### src/hdl/pfkd_pkg.sv
// ----------------------------------------------------------------------------
// Panel frame key decoder package
// Frame type, result type, protocol constants and the fixed key map.
// ----------------------------------------------------------------------------
`default_nettype none

package pfkd_pkg;

  localparam logic [7:0] HDR_BYTE   = 8'h7F;
  localparam logic [7:0] TYPE_PANEL = 8'h01;
  localparam logic [7:0] SRC_CARD   = 8'h01;
  localparam logic [7:0] SRC_07     = 8'h07;
  localparam logic [7:0] SRC_0D     = 8'h0D;
  localparam logic [7:0] SRC_0E     = 8'h0E;
  localparam logic [7:0] SRC_0F     = 8'h0F;
  localparam logic [7:0] SRC_11     = 8'h11;
  localparam logic [7:0] SRC_12     = 8'h12;
  localparam logic [7:0] SRC_31     = 8'h31;
  localparam logic [7:0] CMD_REMOVE = 8'h02;
  localparam logic [7:0] CMD_KEY1   = 8'h03;
  localparam logic [7:0] CMD_KEY2   = 8'h05;
  localparam logic [7:0] CMD_KEY3   = 8'h07;

  localparam logic EVT_KEY  = 1'b0;
  localparam logic EVT_CARD = 1'b1;

  localparam int MAP_SIZE    = 16;
  localparam int QUEUE_DEPTH = 2;

  typedef struct packed {
    logic [7:0] ftype;
    logic [7:0] src;
    logic [7:0] cmd;
  } frame_t;

  typedef struct packed {
    logic       kind;
    logic [4:0] code;
    logic       present;
  } result_t;

  typedef struct packed {
    logic [7:0] addr;
    logic [1:0] pkey;
    logic [4:0] code;
  } map_entry_t;

  typedef struct packed {
    logic       hit;
    logic [4:0] code;
  } map_hit_t;

  localparam map_entry_t KEY_MAP [MAP_SIZE] = '{
    '{SRC_07, 2'd1, 5'd29}, '{SRC_07, 2'd2, 5'd5},
    '{SRC_0D, 2'd1, 5'd8},  '{SRC_0D, 2'd2, 5'd30}, '{SRC_0D, 2'd3, 5'd31},
    '{SRC_31, 2'd2, 5'd30}, '{SRC_31, 2'd3, 5'd31},
    '{SRC_0E, 2'd1, 5'd7},  '{SRC_0E, 2'd2, 5'd6},  '{SRC_0E, 2'd3, 5'd9},
    '{SRC_0F, 2'd1, 5'd10}, '{SRC_0F, 2'd2, 5'd6},  '{SRC_0F, 2'd3, 5'd7},
    '{SRC_11, 2'd1, 5'd29},
    '{SRC_12, 2'd1, 5'd11}, '{SRC_12, 2'd2, 5'd29}
  };

  // The scan runs from the last entry down so that the first match wins.
  function automatic map_hit_t key_lookup(input logic [7:0] src, input logic [1:0] pkey);
    map_hit_t res;
    res = '0;
    for (int i = MAP_SIZE - 1; i >= 0; i--) begin
      if (KEY_MAP[i].addr == src && KEY_MAP[i].pkey == pkey) begin
        res.hit  = 1'b1;
        res.code = KEY_MAP[i].code;
      end
    end
    return res;
  endfunction

endpackage

`default_nettype wire

### src/hdl/panel_frame_key_decoder_top.sv
// ----------------------------------------------------------------------------
// Panel frame key decoder
// Turns panel serial bytes into keycard and key press events.
// ----------------------------------------------------------------------------
//   channel | handshake            | payload
//   input   | in_valid / in_ready  | rx_byte
//   output  | out_valid / out_ready| event_kind, key_code, card_present
//
// One byte is taken every cycle while the two-entry frame queue has room.
// A result passes from the byte that closes its frame through a queue entry
// and then the result register before it shows on the output.
// The queue fills only while the output stalls, and then in_ready drops.
// Synchronous reset empties the window, the queue and the output register.
`default_nettype none

module panel_frame_key_decoder_top #(
  parameter int FRAME_LEN = 8
) (
  input  wire logic       clk,
  input  wire logic       rst,
  input  wire logic       in_valid,
  output logic            in_ready,
  input  wire logic [7:0] rx_byte,
  output logic            out_valid,
  input  wire logic       out_ready,
  output logic            event_kind,
  output logic [4:0]      key_code,
  output logic            card_present
);
  import pfkd_pkg::*;

  logic    accept;
  logic    push;
  frame_t  push_frame;
  logic    full;
  logic    pop;
  logic    head_valid;
  frame_t  head_frame;
  result_t result;

  assign in_ready = !full;
  assign accept   = in_valid && in_ready;

  pfkd_front #(.FRAME_LEN(FRAME_LEN)) u_front (
    .clk     (clk),
    .rst     (rst),
    .accept  (accept),
    .rx_byte (rx_byte),
    .push    (push),
    .frame   (push_frame)
  );

  pfkd_queue u_queue (
    .clk        (clk),
    .rst        (rst),
    .push       (push),
    .push_frame (push_frame),
    .full       (full),
    .pop        (pop),
    .head_valid (head_valid),
    .head_frame (head_frame)
  );

  pfkd_back u_back (
    .clk        (clk),
    .rst        (rst),
    .head_valid (head_valid),
    .head_frame (head_frame),
    .pop        (pop),
    .out_valid  (out_valid),
    .out_ready  (out_ready),
    .result     (result)
  );

  assign event_kind   = result.kind;
  assign key_code     = result.code;
  assign card_present = result.present;

endmodule

`default_nettype wire

### src/hdl/pfkd_front.sv
// ----------------------------------------------------------------------------
// Panel frame key decoder front end
// Sliding byte window that forms frames and pushes them into the queue.
// ----------------------------------------------------------------------------
`default_nettype none

module pfkd_front #(
  parameter int FRAME_LEN = 8
) (
  input  wire logic            clk,
  input  wire logic            rst,
  input  wire logic            accept,
  input  wire logic [7:0]      rx_byte,
  output logic                 push,
  output pfkd_pkg::frame_t     frame
);
  import pfkd_pkg::*;

  localparam int IDX_W = $clog2(FRAME_LEN);
  localparam logic [IDX_W-1:0] LAST = IDX_W'(FRAME_LEN - 1);

  logic [7:0]       win      [FRAME_LEN];
  logic [7:0]       win_next [FRAME_LEN];
  logic [IDX_W-1:0] fill;
  logic             at_end;
  logic             is_frame;

  always_comb begin
    for (int i = 0; i < FRAME_LEN; i++) begin
      win_next[i] = win[i];
    end
    win_next[fill] = rx_byte;
  end

  assign at_end   = (fill == LAST);
  assign is_frame = at_end && (win_next[0] == HDR_BYTE);
  assign push     = accept && is_frame;
  assign frame    = '{ftype: win_next[1], src: win_next[2], cmd: win_next[3]};

  always_ff @(posedge clk) begin
    if (rst) begin
      fill <= '0;
    end else if (accept) begin
      if (!at_end) begin
        fill <= fill + 1'b1;
      end else if (is_frame) begin
        fill <= '0;
      end
    end
  end

  // A full window without a header loses its oldest byte; the last slot is
  // rewritten by the next request.
  always_ff @(posedge clk) begin
    if (accept) begin
      if (at_end && !is_frame) begin
        for (int i = 0; i < FRAME_LEN - 1; i++) begin
          win[i] <= win_next[i + 1];
        end
        win[FRAME_LEN-1] <= win_next[FRAME_LEN-1];
      end else begin
        for (int i = 0; i < FRAME_LEN; i++) begin
          win[i] <= win_next[i];
        end
      end
    end
  end

endmodule

`default_nettype wire

### src/hdl/pfkd_queue.sv
// ----------------------------------------------------------------------------
// Panel frame key decoder frame queue
// Short FIFO between the window front end and the decode back end.
// ----------------------------------------------------------------------------
`default_nettype none

module pfkd_queue (
  input  wire logic             clk,
  input  wire logic             rst,
  input  wire logic             push,
  input  pfkd_pkg::frame_t      push_frame,
  output logic                  full,
  input  wire logic             pop,
  output logic                  head_valid,
  output pfkd_pkg::frame_t      head_frame
);
  import pfkd_pkg::*;

  localparam int PTR_W = $clog2(QUEUE_DEPTH);
  localparam int CNT_W = $clog2(QUEUE_DEPTH + 1);

  frame_t           entries [QUEUE_DEPTH];
  logic [PTR_W-1:0] wr_ptr;
  logic [PTR_W-1:0] rd_ptr;
  logic [CNT_W-1:0] count;
  logic             do_push;
  logic             do_pop;

  assign full       = (count == CNT_W'(QUEUE_DEPTH));
  assign head_valid = (count != '0);
  assign head_frame = entries[rd_ptr];
  assign do_push    = push && !full;
  assign do_pop     = pop && head_valid;

  always_ff @(posedge clk) begin
    if (rst) begin
      wr_ptr <= '0;
      rd_ptr <= '0;
      count  <= '0;
    end else begin
      if (do_push) begin
        wr_ptr <= (wr_ptr == PTR_W'(QUEUE_DEPTH - 1)) ? '0 : wr_ptr + 1'b1;
      end
      if (do_pop) begin
        rd_ptr <= (rd_ptr == PTR_W'(QUEUE_DEPTH - 1)) ? '0 : rd_ptr + 1'b1;
      end
      if (do_push && !do_pop) begin
        count <= count + 1'b1;
      end else if (do_pop && !do_push) begin
        count <= count - 1'b1;
      end
    end
  end

  always_ff @(posedge clk) begin
    if (do_push) begin
      entries[wr_ptr] <= push_frame;
    end
  end

endmodule

`default_nettype wire

### src/hdl/pfkd_back.sv
// ----------------------------------------------------------------------------
// Panel frame key decoder back end
// Decodes a queued frame into a keycard or key event and holds the result.
// ----------------------------------------------------------------------------
`default_nettype none

module pfkd_back (
  input  wire logic             clk,
  input  wire logic             rst,
  input  wire logic             head_valid,
  input  pfkd_pkg::frame_t      head_frame,
  output logic                  pop,
  output logic                  out_valid,
  input  wire logic             out_ready,
  output pfkd_pkg::result_t     result
);
  import pfkd_pkg::*;

  logic     is_card;
  logic     known_src;
  logic [1:0] pkey;
  map_hit_t lookup;
  logic     hit;
  result_t  dec;

  always_comb begin
    is_card = (head_frame.ftype == TYPE_PANEL)
           && (head_frame.src == SRC_CARD || head_frame.src == SRC_31)
           && (head_frame.cmd == CMD_KEY1 || head_frame.cmd == CMD_REMOVE);
    known_src = head_frame.src == SRC_07 || head_frame.src == SRC_0D ||
                head_frame.src == SRC_0E || head_frame.src == SRC_0F ||
                head_frame.src == SRC_11 || head_frame.src == SRC_12 ||
                head_frame.src == SRC_31;
    priority if (head_frame.cmd == CMD_KEY1) begin
      pkey = 2'd1;
    end else if (head_frame.cmd == CMD_KEY2) begin
      pkey = 2'd2;
    end else if (head_frame.cmd == CMD_KEY3) begin
      pkey = 2'd3;
    end else begin
      pkey = 2'd0;
    end
    lookup = key_lookup(head_frame.src, pkey);
    if (is_card) begin
      hit = 1'b1;
      dec = '{kind: EVT_CARD, code: 5'd0, present: (head_frame.cmd == CMD_KEY1)};
    end else begin
      hit = (head_frame.ftype == TYPE_PANEL) && known_src && (pkey != 2'd0) && lookup.hit;
      dec = '{kind: EVT_KEY, code: lookup.code, present: 1'b0};
    end
  end

  // A frame leaves the queue whenever the result register is free or drains.
  assign pop = head_valid && (!out_valid || out_ready);

  always_ff @(posedge clk) begin
    if (rst) begin
      out_valid <= 1'b0;
    end else begin
      if (out_valid && out_ready) begin
        out_valid <= 1'b0;
      end
      if (pop && hit) begin
        out_valid <= 1'b1;
      end
    end
  end

  always_ff @(posedge clk) begin
    if (pop && hit) begin
      result <= dec;
    end
  end

endmodule

`default_nettype wire

### config.mk
export PLATFORM = sky130hd
export DESIGN_NAME = panel_frame_key_decoder_top
export DESIGN_NICKNAME = d
export VERILOG_FILES = /design/src/hdl/pfkd_pkg.sv /design/src/hdl/panel_frame_key_decoder_top.sv /design/src/hdl/pfkd_front.sv /design/src/hdl/pfkd_queue.sv /design/src/hdl/pfkd_back.sv
export SDC_FILE = /design/constraint.sdc
export NUM_CORES = 1
export LEC_CHECK = 0
export BUFFER_PORTS_ARGS = -buffer_cell sky130_fd_sc_hd__buf_2
export CAP_MARGIN = 15
export CORE_MARGIN = 3
export CORE_UTILIZATION = 62
export DETAILED_ROUTE_END_ITERATION = 10
export PLACE_DENSITY = 0.8
export REMOVE_ABC_BUFFERS = 1
export SETUP_SLACK_MARGIN = 0.05
export SYNTH_ARGS = -nofsm -noshare
export SYNTH_HDL_FRONTEND = slang
export SYNTH_SLANG_ARGS = --single-unit
export TNS_END_PERCENT = 5
### constraint.sdc
create_clock -name clk -period 4.67 [get_ports clk]
set_input_delay 0.467 -clock clk [delete_from_list [all_inputs] [get_ports clk]]
set_output_delay 0.467 -clock clk [all_outputs]
set_load 0.02 [all_outputs]
After elaboration in Yosys (flattened, before gate mapping)
Memories as Yosys holds them, arrays and structs flattened. A register that Yosys moved wholly into a read port is not among the register bits.
Cells that the tools add are included.
W data, S select, Z words.
- bits in read-only memories: 0
- bits in latches: 0
- logic and storage cells: 157
- memories kept: 2
- register bits after elaboration: 15
- memory bits (writable): 112
- input port bits: 12
- memories (name ; words ; bits a word ; rd ports ; clocked after memory_dff ; wr ports ; line ; RTL):
    u_front.win ; 8 ; 8 ; 8 ; 0 ; 8 ; pfkd_front.sv:22 ; logic [7:0] win [FRAME_LEN];
    u_queue.entries ; 2 ; 24 ; 1 ; 1 ; 1 ; pfkd_queue.sv:22 ; frame_t entries [QUEUE_DEPTH];
- $add $sub $neg: 5
- magnitude comparators: 2
- shift-type cells: 0
- multiply operators: 0
- eq/ne operators: 27
- bitwise operators: 9
- reductions and logical operators: 53
- div/mod/pow operators: 0
- multiplexer cells: 50
- operators with widths (operator ; number):
    $mux W6 ; 16
    $mux W8 ; 9
    $bwmux W64 ; 1
    $logic_and A1 B1 Y1 ; 33
    $demux W8 S3 ; 1
    $eq A4 B8 Y1 const A ; 3
    $eq A8 B3 Y1 const B ; 3
    $eq A8 B4 Y1 const B ; 3
    $eq A5 B8 Y1 const A ; 2
    $eq A8 B1 Y1 const B ; 2
    $eq A8 B2 Y1 const B ; 2
    $eq A8 B5 Y1 const B ; 2
    $mux W1 ; 15
    $mux W2 ; 5
    $logic_or A1 B1 Y1 ; 9
    $eq A3 B8 Y1 const A ; 1
    $eq A6 B8 Y1 const A ; 1
    $eq A8 B6 Y1 const B ; 1
    $eq A8 B7 Y1 const B ; 1
    $or A1 B1 Y1 ; 8
    $reduce_bool A2 Y1 ; 4
    $mux W7 ; 1
    $mux W3 ; 2
    $logic_not A1 Y1 ; 5
    other kinds (14) ; 16

Depth between registers and ports, before layout
Gate-level depths: netlist of run 1.
- depth after elaboration: 26
- mapped depth: 10
- gate-level depth less buffers: 9

Cells and area by module
A second synthesis of run 1 with hierarchy kept.
- cell total of the unflattened synthesis: 589
- area, all modules: 7039.3 um^2
- by module, submodules not included (module ; area an instance (um^2) ; instances ; sequential area each (um^2) ; cells an instance):
    pfkd_front ; 4286.6 ; 1 ; 1981.9 ; 394
    pfkd_queue ; 1946.9 ; 1 ; 1541.5 ; 100
    pfkd_back ; 795.8 ; 1 ; 230.2 ; 93
    panel_frame_key_decoder_top ; 10.0 ; 1 ; 0.0 ; 2

Worst setup path after synthesis of run 1
No wires, ideal clock.
- kind: register -> register
- start point: register u_queue.count[0]
- end point: memory u_queue.entries[0][0] (netlist name) (enable)
- data required time: 4.265 ns
- buffers on the path: 0
- period minus slack after synthesis: 4.006 ns
- cell stages (with the launch flop): 6
- setup slack: 0.664 ns
- setup time: 0.405 ns
- data arrival time: 3.601 ns
- cells stage by stage: dfxtp_1 nand2b_1 nand2_1 inv_1 o211ai_1 nor2_1
- longest elaborated chain between the ends: 7
- RTL lines (item ; line ; RTL):
    start, declared ; pfkd_queue.sv:25 ; logic [CNT_W-1:0] count;
    start signal, assigned ; pfkd_queue.sv:48 ; count <= count + 1'b1;
    start signal, assigned ; pfkd_queue.sv:50 ; count <= count - 1'b1;
    $eq A2 B2 Y1 * ; pfkd_queue.sv:29 ; assign full = (count == CNT_W'(QUEUE_DEPTH));
    $logic_not A1 Y1 * ; panel_frame_key_decoder_top.sv:41 ; assign in_ready = !full;
    net in_ready ; panel_frame_key_decoder_top.sv:22 ; output logic in_ready,
    $logic_and A1 B1 Y1 ; panel_frame_key_decoder_top.sv:42 ; assign accept = in_valid && in_ready;
    $logic_and A1 B1 Y1 ; pfkd_front.sv:37 ; assign push = accept && is_frame;
    $logic_and A1 B1 Y1 * ; pfkd_queue.sv:32 ; assign do_push = push && !full;
    $mux W1 * ; pfkd_queue.sv:56 ; if (do_push) begin
    $mux W1 (not written as such) * ; pfkd_queue.sv:57 ; entries[wr_ptr] <= push_frame;
    end, declared ; pfkd_queue.sv:22 ;
Mark *: on every way through the listed nets, which the timed path passes. The rest lies on a longest branch.

==> results of run 1 <==
-- registers in the layout (all words and copies together), names as in the netlist, named ones only --
name              flops
u_queue.rd_ptr        1
u_queue.entries      48
u_back.out_valid      1
u_queue.count         2
u_back.result         7
u_front.win          64
u_queue.wr_ptr        1
u_front.fill          3
-- layer usage --
layer	global-route usage [%]	part of all wire (%)	vias to the layer above
met5	0	0	-
met4	9.86	1.7	0
met3	4.92	4.3	22
met2	42.7	51	157
met1	32.4	43	2151
li1	-	-	2117
-- power groups by stage --
stage	clock network, mW	registers [mW]	logic [mW]
after floorplan	0	1.66	0.478
final	1.42	1.67	0.674
after detailed placement	0	1.69	0.655
after CTS	1.43	1.67	0.669
after global placement	0	1.67	0.617
after global routing	1.48	1.70	0.751
-- cell type report --
class                           count  share of cell area, %
Sequential cell                   128                   52.8
Multi-Input combinational cell    361                   31.2
Clock buffer                       17                   5.83
Clock inverter                     15                   3.12
Timing Repair Buffer               29                   2.57
Tap cell                          133                   2.34
Inverter                           40                   2.11
-- cells in the mapped netlist (4+ instances only) --
cell      number
a21oi_1       65
inv_1         40
nor4b_1        4
nor3_1        11
o211ai_1       4
buf_2         11
xor2_1         4
clkbuf_1       5
nor4_1         4
buf_4          6
o22ai_1       18
o21ai_0       31
nand3_1        4
nand3b_1       5
nand2_1       33
mux2i_1       38
a211oi_1       4
nor3b_1        7
nor2_1        67
dfxtp_1        9
edfxtp_1     119
nand2b_1       6
-- worst reg2reg max path, cell delays in order, from the launching register on --
cell	delay, ns
dfxtp_1	1.01
or3b_1	0.48
a222oi_1	0.43
and2_2	0.27
o311ai_0	0.18
a41o_1	0.27
a21oi_2	0.33
-- cell families (layout without fill, tap and decap cells) --
logic type / after synthesis / in the layout / synth area share (%)
fa+ha+maj: 3 / 3 / 0.599
simple gates: 166 / 166 / 13.5
flops: 128 / 128 / 59.9
xor+xnor: 6 / 6 / 0.838
buf+inv: 67 / 101 / 4.91
mux: 39 / 39 / 6.25
compound gates: 147 / 147 / 14.0
-- worst max-delay path by stage --
stage | to | slack, ns | depth (start not counted) | from
4_1_cts | u_back.result[6]$_DFFE_PP_ | 1.41 | 6 | flip-flop
3_5_place_dp | u_back.result[5]$_SDFFCE_PP0P_ | 1.43 | 6 | flip-flop
2_1_floorplan | u_front.win[1][10]$_DFFE_PP_ | 0.12 | 7 | u_queue.count[0]$_SDFFE_PP0P_
3_3_place_gp | u_back.result[1]$_SDFFCE_PP0P_ | 1.57 | 6 | flip-flop
6_report | u_back.result[6]$_DFFE_PP_ | 1.37 | 6 | flip-flop
5_1_grt | u_back.result[0]$_SDFFCE_PN0P_ | 1.13 | 6 | flip-flop
==> results.md, run 1 <==
- Outcome: complete, no violations
- Setup TNS: 0 ns
- DIE HEIGHT: 107 microns
- Fin cells: 723
- Number of global-route vias before repair: 4351
- First-pass GRT wire length: 22000 microns
- Setup crit start kind: flip-flop
- Synth async-reset ratio: 0%
- Worst hold path depth: 2
- WP data arrival: 3.49 ns
- Fin worst setup slack: 1.37 ns
- Count of flip-flops with a built-in enable after synthesis: 119
- Final Wtd Congestion: 0.939
- WL per Instance: 18.9 microns
- Sink Count: 128
- Mean number of vias per cell: 6.15
- Port bufs: 20
- Top Family by Delay on Critical Path: compound AO/OA/AOI/OAI gates
- CTS tree: yes
- Hold Crit Class: input pin to flip-flop
- Chip width: 107 microns
- Remaining Overflow, GRT: 0
- Die ar.: 11400 sq um
- Main synth FF type: edfxtp_1
- Post-CTS Hold Fix Bufs: 0
- Total Routing Usage GR: 25.3%
- Cell area after layout: 7110 sq um
- Layout fillers: 667
- Storage cell area: 3750 sq um
- Final Net Count: 592
- Combinational cell fraction of total power: 17.9%
- Max_slew headroom: 30.2%
- TritonCTS Buffers: 17
- Share of the synthesized area in the top cell type: 57.0%
- Yosys top cell by area: edfxtp_1
- CP bufs+invs: 0
- CTS H-tree lvls: 4
- Synthesized cell area: 6270 sq um
- Core Util, Final: 72.4%
- Switching Share: 29.0%
- Worst-path clk slew: 0.06 ns
- Max_cap viols: 0
- Internal power: 2.68 mW
- Rows: 36
- Crit. End Element: flip-flop
- Crit Path Category: flip-flop to flip-flop
- Fin. Hold Viols: 0
- #FFs+latches synth: 128
- Unrepaired setup endpoints after global routing: false
- Drt total wl: 13700 microns
- DRT Pass-1 Iters: 5
- Final setup violation count: 0
- Seq pwr share: 44.4%
- Critical path required time: 4.86 ns
- Initial Util: 63.8%
- Io pins: 21
- Most common cell after layout, fill and taps aside: edfxtp_1
- Drc violations: 0
- CTS Root Cell: clkbuf_8
- Cell Area, Placed: 6440 sq um
- Post-CTS setup buffers: 0
- Cells after DPL: 689
- Largest net degree at the start of global routing: 51
- Fmax: 303 MHz
- Reg2reg path depth: 6
- CTS Buffer Depth: 2
- Worst hold slack: 0.297 ns
- Cell Pwr Density: 531 nW/um^2
- Sw Pwr: 1.09 mW
- Dpl hpwl: 9040 microns
- Critical R2R Capture: u_back.result[6]$_DFFE_PP_
- Pleak: 2.54 nW
- Synth Instances: 556
- Gates resized, CTS repair: 0
- Fin crit share: 70.7%
- Setup slack, reg-to-reg: 1.37 ns
- Commonest cells after routing, fill and taps aside: edfxtp_1 (119), nor2_1 (65), a21oi_1 (65)
- Area delta synth->final: 13.4%
- Synth cell types: 62
- Mean Syn Cell Area: 11.3 sq um
- Final clock skew: 0.0102 ns
- Routed Antenna Nets: 0
- Power share of the clock group: 37.7%
- Vias: 4447
- Worst Hold Launch: rst
- Top post-synthesis cells by area: edfxtp_1 (57%), mux2i_1 (6.1%), a21oi_1 (5.2%)
- Ys Warns: 0
- Clock period minus worst slack: 3.30 ns
- Antenna cell count: 0
- Slowest cell on crit path: dfxtp_1
- Initial antenna violation count: 0
- Layout cell share with drive strength beyond 1: 13.4%
- Crit-path max FO: 33
- PnR Total Power: 3.77 mW
- WHS Endpoint: u_front.fill[1]$_SDFFE_PP0P_
- Core box area: 9820 sq um
- Place WS: 1.43 ns
- VDD IR max: 352 uV
- Seq/Total Area, Yosys: 59.9%
- Worst skew pair latency: 0.53 ns
- Slew Viols, Final: 0
- Initial DRC Count: 337
- Slowest Stage Delay on Critical Path: 1.01 ns
- Multi-input logic area: 2220 sq um
- Crit path cell chain: or3b_1 -> a222oi_1 -> and2_2 -> o311ai_0 -> a41o_1 -> a21oi_2
- Pin slew with the least headroom to its limit: 1.04 ns
Note: power is estimated with default switching activity, not from simulation.
==> run 2, diff against run 1 <==
ABC_AREA = 1   (was unset)
clock period = 3.1 ns   (was 4.67 ns; I/O delays follow)
==> results.md, run 2 <==
- WHS Endpoint: u_back.out_valid$_SDFFE_PP0P_
- Final setup violation count: 0
- Crit-path max FO: 16
- Share of the synthesized area in the top cell type: 57.9%
- Ys Warns: 0
- Main synth FF type: edfxtp_1
- Met1 Wirelength: 5260 microns
- Initial Util: 65.2%
- Port bufs: 20
- Largest net degree at the start of global routing: 65
- Initial antenna violation count: 0
- Setup slack, reg-to-reg: 0.38 ns
- Critical R2R Capture: u_queue.count[1]$_SDFFE_PP0P_
- Chip width: 106 microns
- Gates resized, CTS repair: 0
- Drc violations: 0
- Crit Path Category: flip-flop to flip-flop
- First-pass GRT wire length: 20700 microns
- Largest registers: u_front.win (64), u_queue.entries (48), u_back.result (7)
- Cell Pwr Density: 891 nW/um^2
- Combinational cell fraction of total power: 24.8%
- Place WS: 0.437 ns
- Rows: 35
- Crit. End Element: flip-flop
- Most instantiated cells after synthesis: nand2_1 (207), edfxtp_1 (119), o21ai_0 (105)
- Pleak: 2.77 nW
- Synth async-reset ratio: 0%
- Final Net Count: 696
- CTS Root Cell: clkbuf_8
- Layout cell share with drive strength beyond 1: 11.1%
- Final Wtd Congestion: 0.884
- Seq/Total Area, Yosys: 60.9%
- #FFs+latches synth: 128
- Seq pwr share: 42.0%
- Worst-path clk slew: 0.06 ns
- Worst skew pair latency: 0.52 ns
- Pin slew with the least headroom to its limit: 0.806 ns
- Reg2reg start: u_front.fill[1]$_SDFFE_PP0P_
- Setup crit start kind: flip-flop
- Cell Area, Placed: 6310 sq um
- Max_slew headroom: 46.3%
- Switching Share: 31.8%
- Sw Pwr: 1.96 mW
- CP most frequent cell: o21ai_0
- Total Routing Usage GR: 23.4%
- Top-count cell post-synth: nand2_1
- Clock period minus worst slack: 2.72 ns
- Initial DRC Count: 555
- Largest Register: u_front.win
- Core Util, Final: 73.2%
- Fin crit share: 87.6%
- Hold Crit Class: input pin to flip-flop
- Top routing layer used: met4
- PnR Total Power: 6.17 mW
- Crit path cell chain: nor2_4 -> nand2_4 -> o21ai_0 -> nand2_1 -> nor3_1 -> nand4_1 -> or2_2 -> inv_1 -> ha_1 -> a21oi_1 -> o21ai_0 -> o21ai_0 -> a21oi_1
- Fin cells: 823
- VDD IR max: 639 uV
- Final clock skew: 0.0103 ns
- Die ar.: 11200 sq um
- DRT Pass-1 Iters: 5
- Max_cap viols: 0
- Met2 wire length: 6200 microns
- DIE HEIGHT: 106 microns
- Worst hold slack: 0.0680 ns
- Setup TNS: 0 ns
- Slew Viols, Final: 0
- Unrepaired setup endpoints after global routing: false
- Worst Hold Launch: out_ready
- Cell area after layout: 6930 sq um
- Vias: 4598
- Slowest Stage Delay on Critical Path: 0.41 ns
- WL per Instance: 14.9 microns
- Critical path required time: 3.50 ns
- Fin worst setup slack: 0.384 ns
- Fin. Hold Viols: 0
- Sink Count: 128
- Internal power: 4.21 mW
- Mean number of vias per cell: 5.59
- Routed wire length on met3: 601 microns
- Top post-synthesis cells by area: edfxtp_1 (58%), nand2_1 (13%), o21ai_0 (8.5%)
- Routed Antenna Nets: 0
- WP data arrival: 3.12 ns
- Reg2reg path depth: 13
- Synth Instances: 658
- Power share of the clock group: 33.2%
- Worst hold path depth: 4
- Io pins: 21
- Antenna cell count: 0
- Post-CTS setup buffers: 0
- Synth cell types: 31
- Area delta synth->final: 12.3%
- Drt total wl: 12300 microns
- Top Family by Delay on Critical Path: simple AND/OR/NAND/NOR gates
- CTS Buffer Depth: 2
- Layout fillers: 682
- CP bufs+invs: 1
- Max reg flops: 64
- CTS tree: yes
- Yosys top cell by area: edfxtp_1
- Core box area: 9460 sq um
- Fmax: 368 MHz
- Commonest cells after routing, fill and taps aside: nand2_1 (207), edfxtp_1 (119), o21ai_0 (105)
- Remaining Overflow, GRT: 0
- Most common cell after layout, fill and taps aside: nand2_1
- CTS H-tree lvls: 4
- Critical path depth: 13
- TritonCTS Buffers: 17
- Number of global-route vias before repair: 4420
- Dpl hpwl: 7670 microns
- Slowest cell on crit path: dfxtp_1
- Count of flip-flops with a built-in enable after synthesis: 119
- Cells after DPL: 790
- Mean Syn Cell Area: 9.37 sq um
- Synthesized cell area: 6170 sq um
- Outcome: complete, no violations
## run 2: changes by cell type in the layout (fill, tap and decap cells not counted), sizes merged, moves of 7 or more
cell,delta
o22ai,-18
nand2,+177
o21ai,+82
nor3,-7
mux2i,-38
inv,+12
a21oi,-43
nand3,+12
nor3b,-7
## run 2: worst register-to-register path, cell delays in order, from the launching register on
cell and delay [ns]:
dfxtp_1 0.41, nor2_4 0.17, nand2_4 0.13, o21ai_0 0.26
nand2_1 0.08, nor3_1 0.21, nand4_1 0.18, or2_2 0.37
inv_1 0.07, ha_1 0.24, a21oi_1 0.12, o21ai_0 0.12
o21ai_0 0.17, a21oi_1 0.06
## run 2: logic make-up after synthesis
group	after synthesis	share of synthesized area (%)
fa+ha+maj	3	0.609
flops	128	60.9
compound gates	144	12.4
xor+xnor	1	0.142
simple gates	301	19.7
buf+inv	81	6.31
## run 2: per-layer routing
layer  GRT usage [%]  vias up
met4            7.86        0
met1            30.3     2144
met5               0        -
met3            5.27       27
met2            39.1      152
li1                -     2275
## run 2: power by group through the flow
stage               Combinational, mW  Sequential [mW]  Clock (mW)
CTS                              1.52             2.59        2.06
floorplan                        1.09             2.62           0
global placement                 1.42             2.61           0
global route                     1.76             2.62        2.13
finish                           1.53             2.59        2.05
detailed placement               1.48             2.62           0
## run 2: cell type report
cell class	count	area (sq um)	area share (%)
clock inverter	14	189	2.73
multi-input combinational	449	2030	29.3
timing repair buffer	27	155	2.24
inverter	58	220	3.18
clock buffer	18	418	6.03
tap	129	161	2.33
sequential	128	3750	54.2
## run 2: what timing repair did
action,4_1_cts,5_1_grt
endpoints found under the setup margin,0,0
hold buffers,1,0
endpoints found under the hold margin,2,0
## run 2: worst max path at each step
stage / from / endpoint / slack [ns]
5_1_grt: u_front.fill[1]$_SDFFE_PP0P_ / u_queue.count[1]$_SDFFE_PP0P_ / 0.09
4_1_cts: u_front.fill[1]$_SDFFE_PP0P_ / u_queue.count[1]$_SDFFE_PP0P_ / 0.40
3_3_place_gp: u_front.fill[1]$_SDFFE_PP0P_ / u_queue.count[1]$_SDFFE_PP0P_ / 0.57
3_5_place_dp: u_front.fill[1]$_SDFFE_PP0P_ / u_queue.count[1]$_SDFFE_PP0P_ / 0.44
2_1_floorplan: u_queue.count[0]$_SDFFE_PP0P_ / u_queue.entries[0][0]$_DFFE_PP_ / -0.86
6_report: u_front.fill[1]$_SDFFE_PP0P_ / u_queue.count[1]$_SDFFE_PP0P_ / 0.38
